**src/sv/wsat_ram.sv**
```systemverilog
// wsat_ram: generic single-port synchronous ram, registered read
// no dependencies
module wsat_ram #(
    parameter int unsigned WIDTH = 8,
    parameter int unsigned DEPTH = 64
) (
    input  logic                     aclk,
    input  logic                     we,
    input  logic [$clog2(DEPTH > 1 ? DEPTH : 2)-1:0] addr,
    input  logic [WIDTH-1:0]         wdata,
    output logic [WIDTH-1:0]         rdata
);
    logic [WIDTH-1:0] mem [DEPTH];

    always_ff @(posedge aclk) begin
        if (we) begin
            mem[addr] <= wdata;
        end
        rdata <= mem[addr];
    end
endmodule

```
**config.mk**
```make
export PLATFORM = sky130hd
export DESIGN_NAME = wsat_ram
export DESIGN_NICKNAME = d
export VERILOG_FILES = /design/src/sv/wsat_ram.sv
export SDC_FILE = /design/constraint.sdc
export NUM_CORES = 1
export LEC_CHECK = 0
export BUFFER_PORTS_ARGS = -buffer_cell sky130_fd_sc_hd__buf_2
export CORE_MARGIN = 2
export CORE_UTILIZATION = 45
export DETAILED_ROUTE_END_ITERATION = 8
export GPL_TIMING_DRIVEN = 0
export SETUP_SLACK_MARGIN = 0.1
export SYNTH_ARGS = -nofsm -noshare
export SYNTH_HDL_FRONTEND = slang
export SYNTH_SLANG_ARGS = --single-unit
```
**constraint.sdc**
```tcl
create_clock -name aclk -period 3.7 [get_ports aclk]
set_input_delay 0.74 -clock aclk [delete_from_list [all_inputs] [get_ports aclk]]
set_output_delay 0.74 -clock aclk [all_outputs]
set_load 0.01 [all_outputs]
```
After elaboration in Yosys (flattened, before gate mapping)
Memories as Yosys holds them, arrays and structs flattened. A register that Yosys moved wholly into a read port is not among the register bits.
Index checks and enable logic that the tools add are counted.
W data, S select, Z words.
- register bits after elaboration: 0
- bits in writable memories: 512
- input port bits: 16
- output and inout bits: 8
- word-level logic and storage cells: 3
- memories: 1
- mux-type cells: 2
- memories (memory ; depth ; width ; read ports ; clocked after memory_dff ; write ports ; RTL line ; text):
    mem ; 64 ; 8 ; 1 ; 1 ; 1 ; 13 ; logic [WIDTH-1:0] mem [DEPTH];
- operators by type and width (cell ; count):
    $mux W1 ; 2

Longest topological paths before layout
Gate-level depths: netlist of the first run.
- depth after elaboration: 2
- gate-level depth with buffers: 10
- mapped depth without buffers: 5

Worst setup path before layout of the first run
Ideal clock, no wire load.
- kind: input -> register
- from: input port addr[1] (netlist bit)
- to: memory mem[13][0], enable pin
- library setup time: 0.370 ns
- data arrival time: 2.468 ns
- data required time: 3.330 ns
- slack: 0.861 ns
- cell stages on the path: 7
- path buffers: 4
- path through: buf_6 > buf_6 > nor2b_1 > clkbuf_1 > clkbuf_1 > nand3_1 > nor2_1
- RTL lines (what ; RTL line ; text):
    from (decl) ; 9 ; input logic [$clog2(DEPTH > 1 ? DEPTH : 2)-1:0] addr,
    to (decl) ; 13 ;
Straight into the memory's write port.

Worst setup path after layout of the first run
- from: input port addr[2] (netlist bit)
- to: memory mem[23][2], enable pin
Straight into the memory's write port.

==> impl_metrics.json, run 1 <==
{
  "maxSlewViolCount": 0,
  "dp_hpwl_um": 37840,
  "r2r-start": "mem[54][3]$_DFFE_PP_",
  "max_cap_violations": 0,
  "crit_arrival_ns": 4.16,
  "seq_area_frac_synth": 0.7597,
  "setup_viol": 64,
  "hold_buffers": 0,
  "grt_first_pass_wirelength_um": 83490,
  "synth_ff_type": "edfxtp_1",
  "worstPathRequired_ns": 3.92,
  "hp-start": "wdata[4]",
  "fin_nets": 1265,
  "overflow": 0,
  "path_clk_slew_ns": 0.06,
  "routabilityCongestion": 0.9246,
  "failed_checks": "negative setup slack",
  "p_per_area_nw_per_um2": 536.5,
  "clock_skew_ns": 0.02171,
  "synth-async-reset-ratio": 0,
  "peakVddDrop_mv": 0.3837,
  "max_freq_mhz": 254.0,
  "endpoint_kind": "register",
  "holdWs_ns": 0.6229,
  "outcome": "finished with violations",
  "tightest_slew_ns": 1.350,
  "grt_start_max_net_pins": 65,
  "clock_path_buffers": 3,
  "rsz0062_at_grt": "yes",
  "clock-sinks": 520,
  "synthCells": 1171,
  "hold_path_depth": 1,
  "rr_worst_depth": 5,
  "synthAdderAreaFrac": 0,
  "fp.dieW_um": 217.2,
  "critical_path_class": "input port to register",
  "coreArea_um2": 45090,
  "grtUsageTotal": 0.2534,
  "power.total_mw": 12.42,
  "antenna_found_initial": 1,
  "power.leakage_nw": 7.322,
  "root_buffer": "clkbuf_16",
  "grt_pass1_vias": 11470,
  "cts_tree": "built",
  "drive_above_1_share": 0.1893,
  "yosysTopAreaCell": "edfxtp_1",
  "cp_max_fo": 10,
  "num_vias": 11830,
  "hold_viol": 0,
  "die_h_um": 217.2,
  "synth-compound-area-share": 0.08076,
  "pre_cts_ws_ns": -1.119,
  "wl_um": 59390,
  "synth_top_family_by_area": "multiplexers",
  "synth_cell_types": 56,
  "fin_crit_ns": 3.937,
  "fin_util": 0.5135,
  "cts_made_buffers": 53,
  "drt_first_iter_violations": 1855,
  "detail-route-antenna-nets": 0,
  "synth_top_area_share": 0.7518,
  "synthSimpleGateAreaFrac": 0.05715,
  "syn_area_um2": 20450,
  "hold_class": "input port to register",
  "ys_top_cells_by_area": "edfxtp_1 75%, mux4_2 4.5%, mux2i_1 3.1%, nor2_1 1.5%, a22oi_1 1.5%",
  "dr.pass1.iters": 5,
  "synth_nets": 1187,
  "clkLatencyLatePin_ns": 0.62,
  "avgSynthCellArea_um2": 17.46,
  "synth_mux_area_frac": 0.08260,
  "area_growth_syn_to_layout_pct": 13.23,
  "portBuffers": 22,
  "rows": 78,
  "drc": 0,
  "die_area_um2": 47170,
  "cts_max_level": 2,
  "start_util": 0.4535,
  "io_pins": 24,
  "ys_seq_elements": 520,
  "cp-startpoint": "addr[2]",
  "synth_xor_xnor_area_share": 0,
  "setup_slack_ns": -0.2374,
  "post_drt_wl_per_cell_um": 31.42,
  "yosysWarnings": 0,
  "synth_edf_count": 512,
  "period_share": 1.064,
  "vias_per_cell": 6.260,
  "cp-start-kind": "input port",
  "relSlewSlack": 0.1002
}
[worst max-delay path: stages]
cell     delay, ns
buf_2         0.25
buf_2         0.42
buf_2         0.47
buf_2         0.37
buf_2         0.30
nand3_1       0.65
nor2_1        0.94
[layer usage]
layer / wire, um / share of wire / global-route usage
met1: 23490 / 0.40 / 0.3469
met2: 27580 / 0.46 / 0.3950
met3: 5877 / 0.099 / 0.05395
met4: 2443 / 0.041 / 0.1082
met5: 0 / 0 / 0
[synthesized netlist by cell type, types with 10 or more instances]
cell type	instances
a21oi_1	28
a221o_1	11
a221oi_1	21
a22o_1	10
a22oi_1	40
a31oi_1	15
buf_2	30
clkbuf_1	36
edfxtp_1	512
mux2i_1	63
mux4_2	41
nand2_1	45
nand2b_1	24
nand3b_1	12
nor2_1	82
o22a_1	11
o22ai_1	22
[report_power, final]
part / switching, mW / internal, mW
clock network: 2.21 / 2.93
registers: 0.0116 / 6.53
logic: 0.541 / 0.213
total: 2.76 / 9.66
[area by class of cell]
cell class	instances	area [um^2]
Antenna cell	1	2.502
Buffer	81	395.4
Clock buffer	72	1438
Clock inverter	23	202.7
Fill cell	3699	21930
Inverter	3	11.26
Multi-Input combinational cell	567	4687
Sequential cell	520	15530
Tap cell	600	750.7
Timing Repair Buffer	23	132.6
[registers in the layout, indices dropped and copies added, names as in the netlist]
| register | flops |
|---|---|
| mem | 512 |
| rdata | 8 |
[final timing paths]
check | to | slack (ns)
min | mem[53][4]$_DFFE_PP_ | 0.62
max reg2reg | rdata[3]$_DFF_P_ | 1.28
min reg2reg | rdata[4]$_DFF_P_ | 0.64
max | mem[23][2]$_DFFE_PP_ | -0.24
[repair_timing]
| action | 4_1_cts | 5_1_grt |
|---|---|---|
| gates resized for setup | 32 | 31 |
| endpoints found under the hold margin | 0 | 0 |
| gates cloned | 0 | 0 |
| endpoints found under the setup margin | 336 | 328 |
| setup buffers | 0 | 0 |
[metrics by stage]
stage               TNS, ns  area (um^2)  instances
floorplan                 0        20450       1171
global placement    -301.07        21310       1793
detailed placement  -316.12        21310       1793
CTS                  -6.865        23040       1888
global route         -6.180        23150       1889
finish               -9.246        23150       1890
[cell usage in the layout (no fill, tap or decap), types with 28 or more instances in the layout]
cell       instances
nor2_1            31
nor2_2            45
edfxtp_1         512
clkbuf_16         53
clkbuf_1          50
mux4_2            41
nand2_1           43
a21oi_1           28
buf_2             51
mux2i_1           63
a22oi_1           40
[logic make-up (layout without fill, tap and decap cells)]
kind of cell,after synthesis,after routing
compound gates,222,222
buf+inv,84,202
flops,520,520
mux,116,116
other cells,0,1
simple gates,229,229
Power figures use the tool's default switching activity.
==> run 2: changes to the inputs <==
CORE_MARGIN = unset   (was 2)
CORE_UTILIZATION = 63   (was 45)
PLACE_DENSITY = 0.8   (was unset)
==> run 2 against run 1 <==
Worst hold slack improved by 0.031 ns. The run still ends with negative setup slack left. Non-clock buffer count is 1 lower. Setup slack improved by 0.11 ns. Sequential share of layout area up 1.1 points. Largest cell class unchanged. Clock power fell by 6.2%.
==> impl_metrics.json, run 2 (synthesis gave the netlist of run 1 again) <==
{
  "outcome": "finished with violations",
  "failed_checks": "negative setup slack",
  "nFillCells": 1906,
  "detail-route-antenna-nets": 0,
  "clock_path_buffers": 3,
  "dpl_cell_area_um2": 21060,
  "fin_nets": 1261,
  "r2r-start": "mem[2][7]$_DFFE_PP_",
  "rr_worst_depth": 5,
  "hold_buffers": 0,
  "dp_hpwl_um": 35670,
  "hp-start": "mem[3][0]$_DFFE_PP_",
  "vias_per_cell": 7.268,
  "critPathMaxStageDelay_ns": 0.74,
  "seqCellArea_um2": 15530,
  "hold_class": "register to register",
  "clkLatencyLatePin_ns": 0.57,
  "period_share": 1.033,
  "reg_top3": "mem x512, rdata x8",
  "root_buffer": "clkbuf_16",
  "antennaDiodeCount": 0,
  "cp_cell_sequence": "buf_2, buf_2, buf_2, buf_2, buf_2, nand3_1, nor2_2",
  "drt_first_iter_violations": 1973,
  "die_h_um": 182.2,
  "fin_crit_ns": 3.823,
  "cts_tree": "built",
  "hold_path_depth": 3,
  "routabilityCongestion": 1.043,
  "drive_above_1_share": 0.1790,
  "crit_arrival_ns": 4.02,
  "worstPathRequired_ns": 3.89,
  "multi_input_area_um2": 4700,
  "dr.pass1.iters": 6,
  "clock_skew_ns": 0.01451,
  "dp_cells": 1595,
  "overflow": 0,
  "cp_max_fo": 10,
  "r2r_end": "rdata[7]$_DFF_P_",
  "clock-sinks": 520,
  "final_common_cell": "edfxtp_1",
  "cts_made_buffers": 50,
  "grt_start_max_net_pins": 65,
  "area_growth_syn_to_layout_pct": 11.37,
  "postCtsSetupBuffers": 0,
  "start_util": 0.6447,
  "setup_slack_ns": -0.1231,
  "holdPathEnd": "rdata[0]$_DFF_P_",
  "max_freq_mhz": 261.6,
  "relSlewSlack": 0.07058,
  "die_area_um2": 33180,
  "finalNonFillerCells": 1681,
  "endpoint_kind": "register",
  "cp-start-kind": "input port",
  "setup_viol": 121,
  "path_clk_slew_ns": 0.06,
  "rows": 65,
  "maxSlewViolCount": 0,
  "mostFrequentLayoutCells": "512 x edfxtp_1, 63 x mux2i_1, 53 x clkbuf_16",
  "post_drt_wl_per_cell_um": 33.41,
  "rsz0062_at_grt": "yes",
  "io_pins": 24,
  "cts_max_level": 2,
  "antenna_found_initial": 2,
  "grt_first_pass_wirelength_um": 79670,
  "peakVddDrop_mv": 0.4086,
  "num_vias": 12220,
  "r2r_setup_slack_ns": 1.30,
  "coreArea_um2": 31720,
  "critical_path_class": "input port to register",
  "hold_viol": 0,
  "tightest_slew_ns": 1.394,
  "largest_reg_flops": 512,
  "drc": 0,
  "holdWs_ns": 0.6542,
  "grt_pass1_vias": 11770,
  "grtUsageTotal": 0.3451,
  "fin_util": 0.7181,
  "critPathSlowestCell": "nor2_2",
  "portBuffers": 22,
  "cp_common_cell": "buf_2",
  "p_per_area_nw_per_um2": 531.2,
  "max_cap_violations": 0,
  "wl_um": 56150,
  "fp.dieW_um": 182.2,
  "regMostFlops": "mem",
  "power.leakage_nw": 7.261,
  "design_area_um2": 22780
}
[run 2: worst max-delay path by stage]
stage | slack, ns | endpoint | startpoint
global route | -0.1 | mem[46][3]$_DFFE_PP_ | addr[2]
floorplan | 0.86 | mem[13][0]$_DFFE_PP_ | addr[1]
global placement | -0.95 | mem[21][2]$_DFFE_PP_ | addr[0]
CTS | 0.03 | mem[47][6]$_DFFE_PP_ | addr[2]
finish | -0.12 | mem[15][5]$_DFFE_PP_ | addr[2]
detailed placement | -1.00 | mem[21][4]$_DFFE_PP_ | addr[0]
[run 2: power by group]
group | internal, mW | total [mW] | switching (mW) | leakage [nW]
clock | 2.72 | 4.81 | 2.09 | 0.748
combinational | 0.210 | 0.745 | 0.535 | 1.84
sequential | 6.53 | 6.54 | 0.0133 | 4.67
[run 2: area by class of cell]
type | count | area share
repair buffers | 22 | 0.004834
plain buffers | 81 | 0.01736
flip-flops and latches | 520 | 0.6821
clock inverters | 24 | 0.007087
clock buffers | 62 | 0.05972
multi-input cells | 567 | 0.2063
inverters | 3 | 0.0004944
well taps | 402 | 0.02208
[run 2: what timing repair did]
item	4_1_cts	5_1_grt
setup endpoints to repair	202	231
cloned	0	0
gates resized for setup	36	26
[run 2: per-stage QoR]
| stage | setup WS (ns) | power [mW] | setup TNS, ns |
|---|---|---|---|
| floorplan | 0.8612 | 7.018 | 0 |
| global placement | -0.9508 | 7.345 | -216.59 |
| detailed placement | -1.002 | 7.362 | -237.97 |
| CTS | 0.02866 | 12.06 | 0 |
| global route | -0.09611 | 12.32 | -4.363 |
| finish | -0.1231 | 12.10 | -8.967 |
[run 2: metal layers]
| layer | track usage | wire, um | vias to the layer above |
|---|---|---|---|
| li1 | - | - | 4901 |
| met1 | 0.4651 | 19880 | 6054 |
| met2 | 0.5221 | 25300 | 1055 |
| met3 | 0.09579 | 7765 | 205 |
| met4 | 0.1778 | 3193 | 2 |
| met5 | 0 | 12 | - |
[run 2: critical path: cells and delay by family]
family                 cells  cell delay (ns)
and+or+nand+nor            2             1.44
buffers and inverters      5             1.81
==> run 3: changes to the inputs <==
clock period = 3.8 ns   (was 3.7 ns; I/O delays follow)
==> run 3 against run 2 <==
The run still ends with negative setup slack left. Power down 2.7%. Via count rose by 0.34%. Non-clock buffer count is the same. Routed wire length down 0.41%. Largest cell class unchanged.
==> impl_metrics.json, run 3 (synthesis gave the netlist of run 1 again) <==
{
  "dr.pass1.iters": 8,
  "r2r_setup_slack_ns": 1.42,
  "post_drt_wl_per_cell_um": 33.27,
  "worstPathRequired_ns": 3.99,
  "setup_viol": 80,
  "fin_util": 0.7158,
  "wl_um": 55920,
  "hp-start": "mem[3][0]$_DFFE_PP_",
  "start_util": 0.6447,
  "grt_start_max_net_pins": 65,
  "clock_skew_ns": 0.01337,
  "hold_viol": 0,
  "hold_path_depth": 3,
  "grt_first_pass_wirelength_um": 79640,
  "coreArea_um2": 31720,
  "holdPathEnd": "rdata[0]$_DFF_P_",
  "period_share": 1.031,
  "drt_first_iter_violations": 2249,
  "final_common_cell": "edfxtp_1",
  "largest_reg_flops": 512,
  "relSlewSlack": 0.08238,
  "vias_per_cell": 7.292,
  "tightest_slew_ns": 1.376,
  "r2r_end": "rdata[7]$_DFF_P_",
  "clock-sinks": 520,
  "dp_cells": 1595,
  "root_buffer": "clkbuf_16",
  "peakVddDrop_mv": 0.4006,
  "overflow": 0,
  "num_vias": 12260,
  "hold_buffers": 0,
  "cts_tree": "built",
  "outcome": "finished with violations",
  "dp_hpwl_um": 35670,
  "max_freq_mhz": 255.2,
  "io_pins": 24,
  "mostFrequentLayoutCells": "512 x edfxtp_1, 63 x mux2i_1, 53 x clkbuf_16",
  "r2r-start": "mem[2][7]$_DFFE_PP_",
  "drive_above_1_share": 0.1681,
  "finalNonFillerCells": 1681,
  "crit_arrival_ns": 4.11,
  "area_growth_syn_to_layout_pct": 11.03,
  "grtUsageTotal": 0.3444,
  "die_h_um": 182.2,
  "rsz0062_at_grt": "yes",
  "critical_path_class": "input port to register",
  "regMostFlops": "mem",
  "portBuffers": 22,
  "drc": 0,
  "p_per_area_nw_per_um2": 518.6,
  "setup_slack_ns": -0.1186,
  "antennaDiodeCount": 0,
  "cts_made_buffers": 50,
  "cp-start-kind": "input port",
  "clkLatencyLatePin_ns": 0.57,
  "power.leakage_nw": 7.258,
  "hold_class": "register to register",
  "clock_path_buffers": 3,
  "rows": 65,
  "cp-startpoint": "addr[2]",
  "die_area_um2": 33180,
  "reg_top3": "mem x512, rdata x8",
  "rr_worst_depth": 5,
  "antenna_found_initial": 2,
  "detail-route-antenna-nets": 0,
  "maxSlewViolCount": 0,
  "grt_pass1_vias": 11740,
  "cp_max_fo": 10,
  "cts_max_level": 2,
  "routabilityCongestion": 1.043,
  "failed_checks": "negative setup slack",
  "fin_crit_ns": 3.919,
  "endpoint_kind": "register",
  "fp.dieW_um": 182.2,
  "fin_nets": 1261,
  "path_clk_slew_ns": 0.06,
  "max_cap_violations": 0
}
==> run 3: worst max path at each step <==
stage,end,slack [ns]
after floorplan,mem[13][0]$_DFFE_PP_,0.94
after global placement,mem[21][4]$_DFFE_PP_,-0.87
after detailed placement,mem[21][4]$_DFFE_PP_,-0.92
after CTS,mem[25][5]$_DFFE_PP_,-0.12
after global routing,mem[36][4]$_DFFE_PP_,-0.12
final,mem[36][4]$_DFFE_PP_,-0.12
==> run 3: layer usage <==
metal / GRT usage / part of all wire / vias up / routed length [um]
met1: 0.4653 / 0.36 / 6115 / 19880
li1: - / - / 4907 / -
met5: 0 / 0.00023 / - / 13
met3: 0.09679 / 0.14 / 221 / 7715
met2: 0.5200 / 0.45 / 1013 / 25030
met4: 0.1751 / 0.059 / 2 / 3283
==> run 3: report_power, final <==
group | leakage, nW | switching [mW] | total (mW) | internal (mW)
Sequential | 4.67 | 0.0131 | 6.37 | 6.35
Clock | 0.748 | 2.04 | 4.69 | 2.65
Combinational | 1.84 | 0.514 | 0.718 | 0.204
==> run 3: through the flow <==
stage	TNS (ns)	worst slack [ns]	area (um^2)	total power, mW	hold WS, ns
global route	-3.841	-0.1184	22700	12.00	0.6709
global placement	-175.78	-0.8708	21060	7.152	0.6001
finish	-5.181	-0.1186	22700	11.77	0.6553
detailed placement	-196.79	-0.9219	21060	7.168	0.6193
floorplan	0	0.9412	20450	6.834	0.5627
CTS	-3.477	-0.1199	22630	11.74	0.6439
==> run 3: critical path: stages <==
cell	delay, ns
buf_2	0.26
buf_2	0.42
buf_2	0.42
buf_2	0.38
buf_2	0.30
nand3_1	0.61
nor2_1	0.93
==> run 3: what timing repair did <==
action / 4_1_cts / 5_1_grt
setup endpoints to repair: 144 / 286
buffers inserted: 0 / 0
resized for setup: 16 / 25
endpoints found under the hold margin: 0 / 0
cloned: 0 / 0
==> run 3: area by class of cell <==
type	instances	area, um^2
buffer	81	394.1
clock buffer	62	1360
clock inverter	24	161.4
fill	1923	9014
inverter	3	11.26
multi-input combinational	567	4629
sequential	520	15530
tap	402	503.0
timing repair buffer	22	110.1
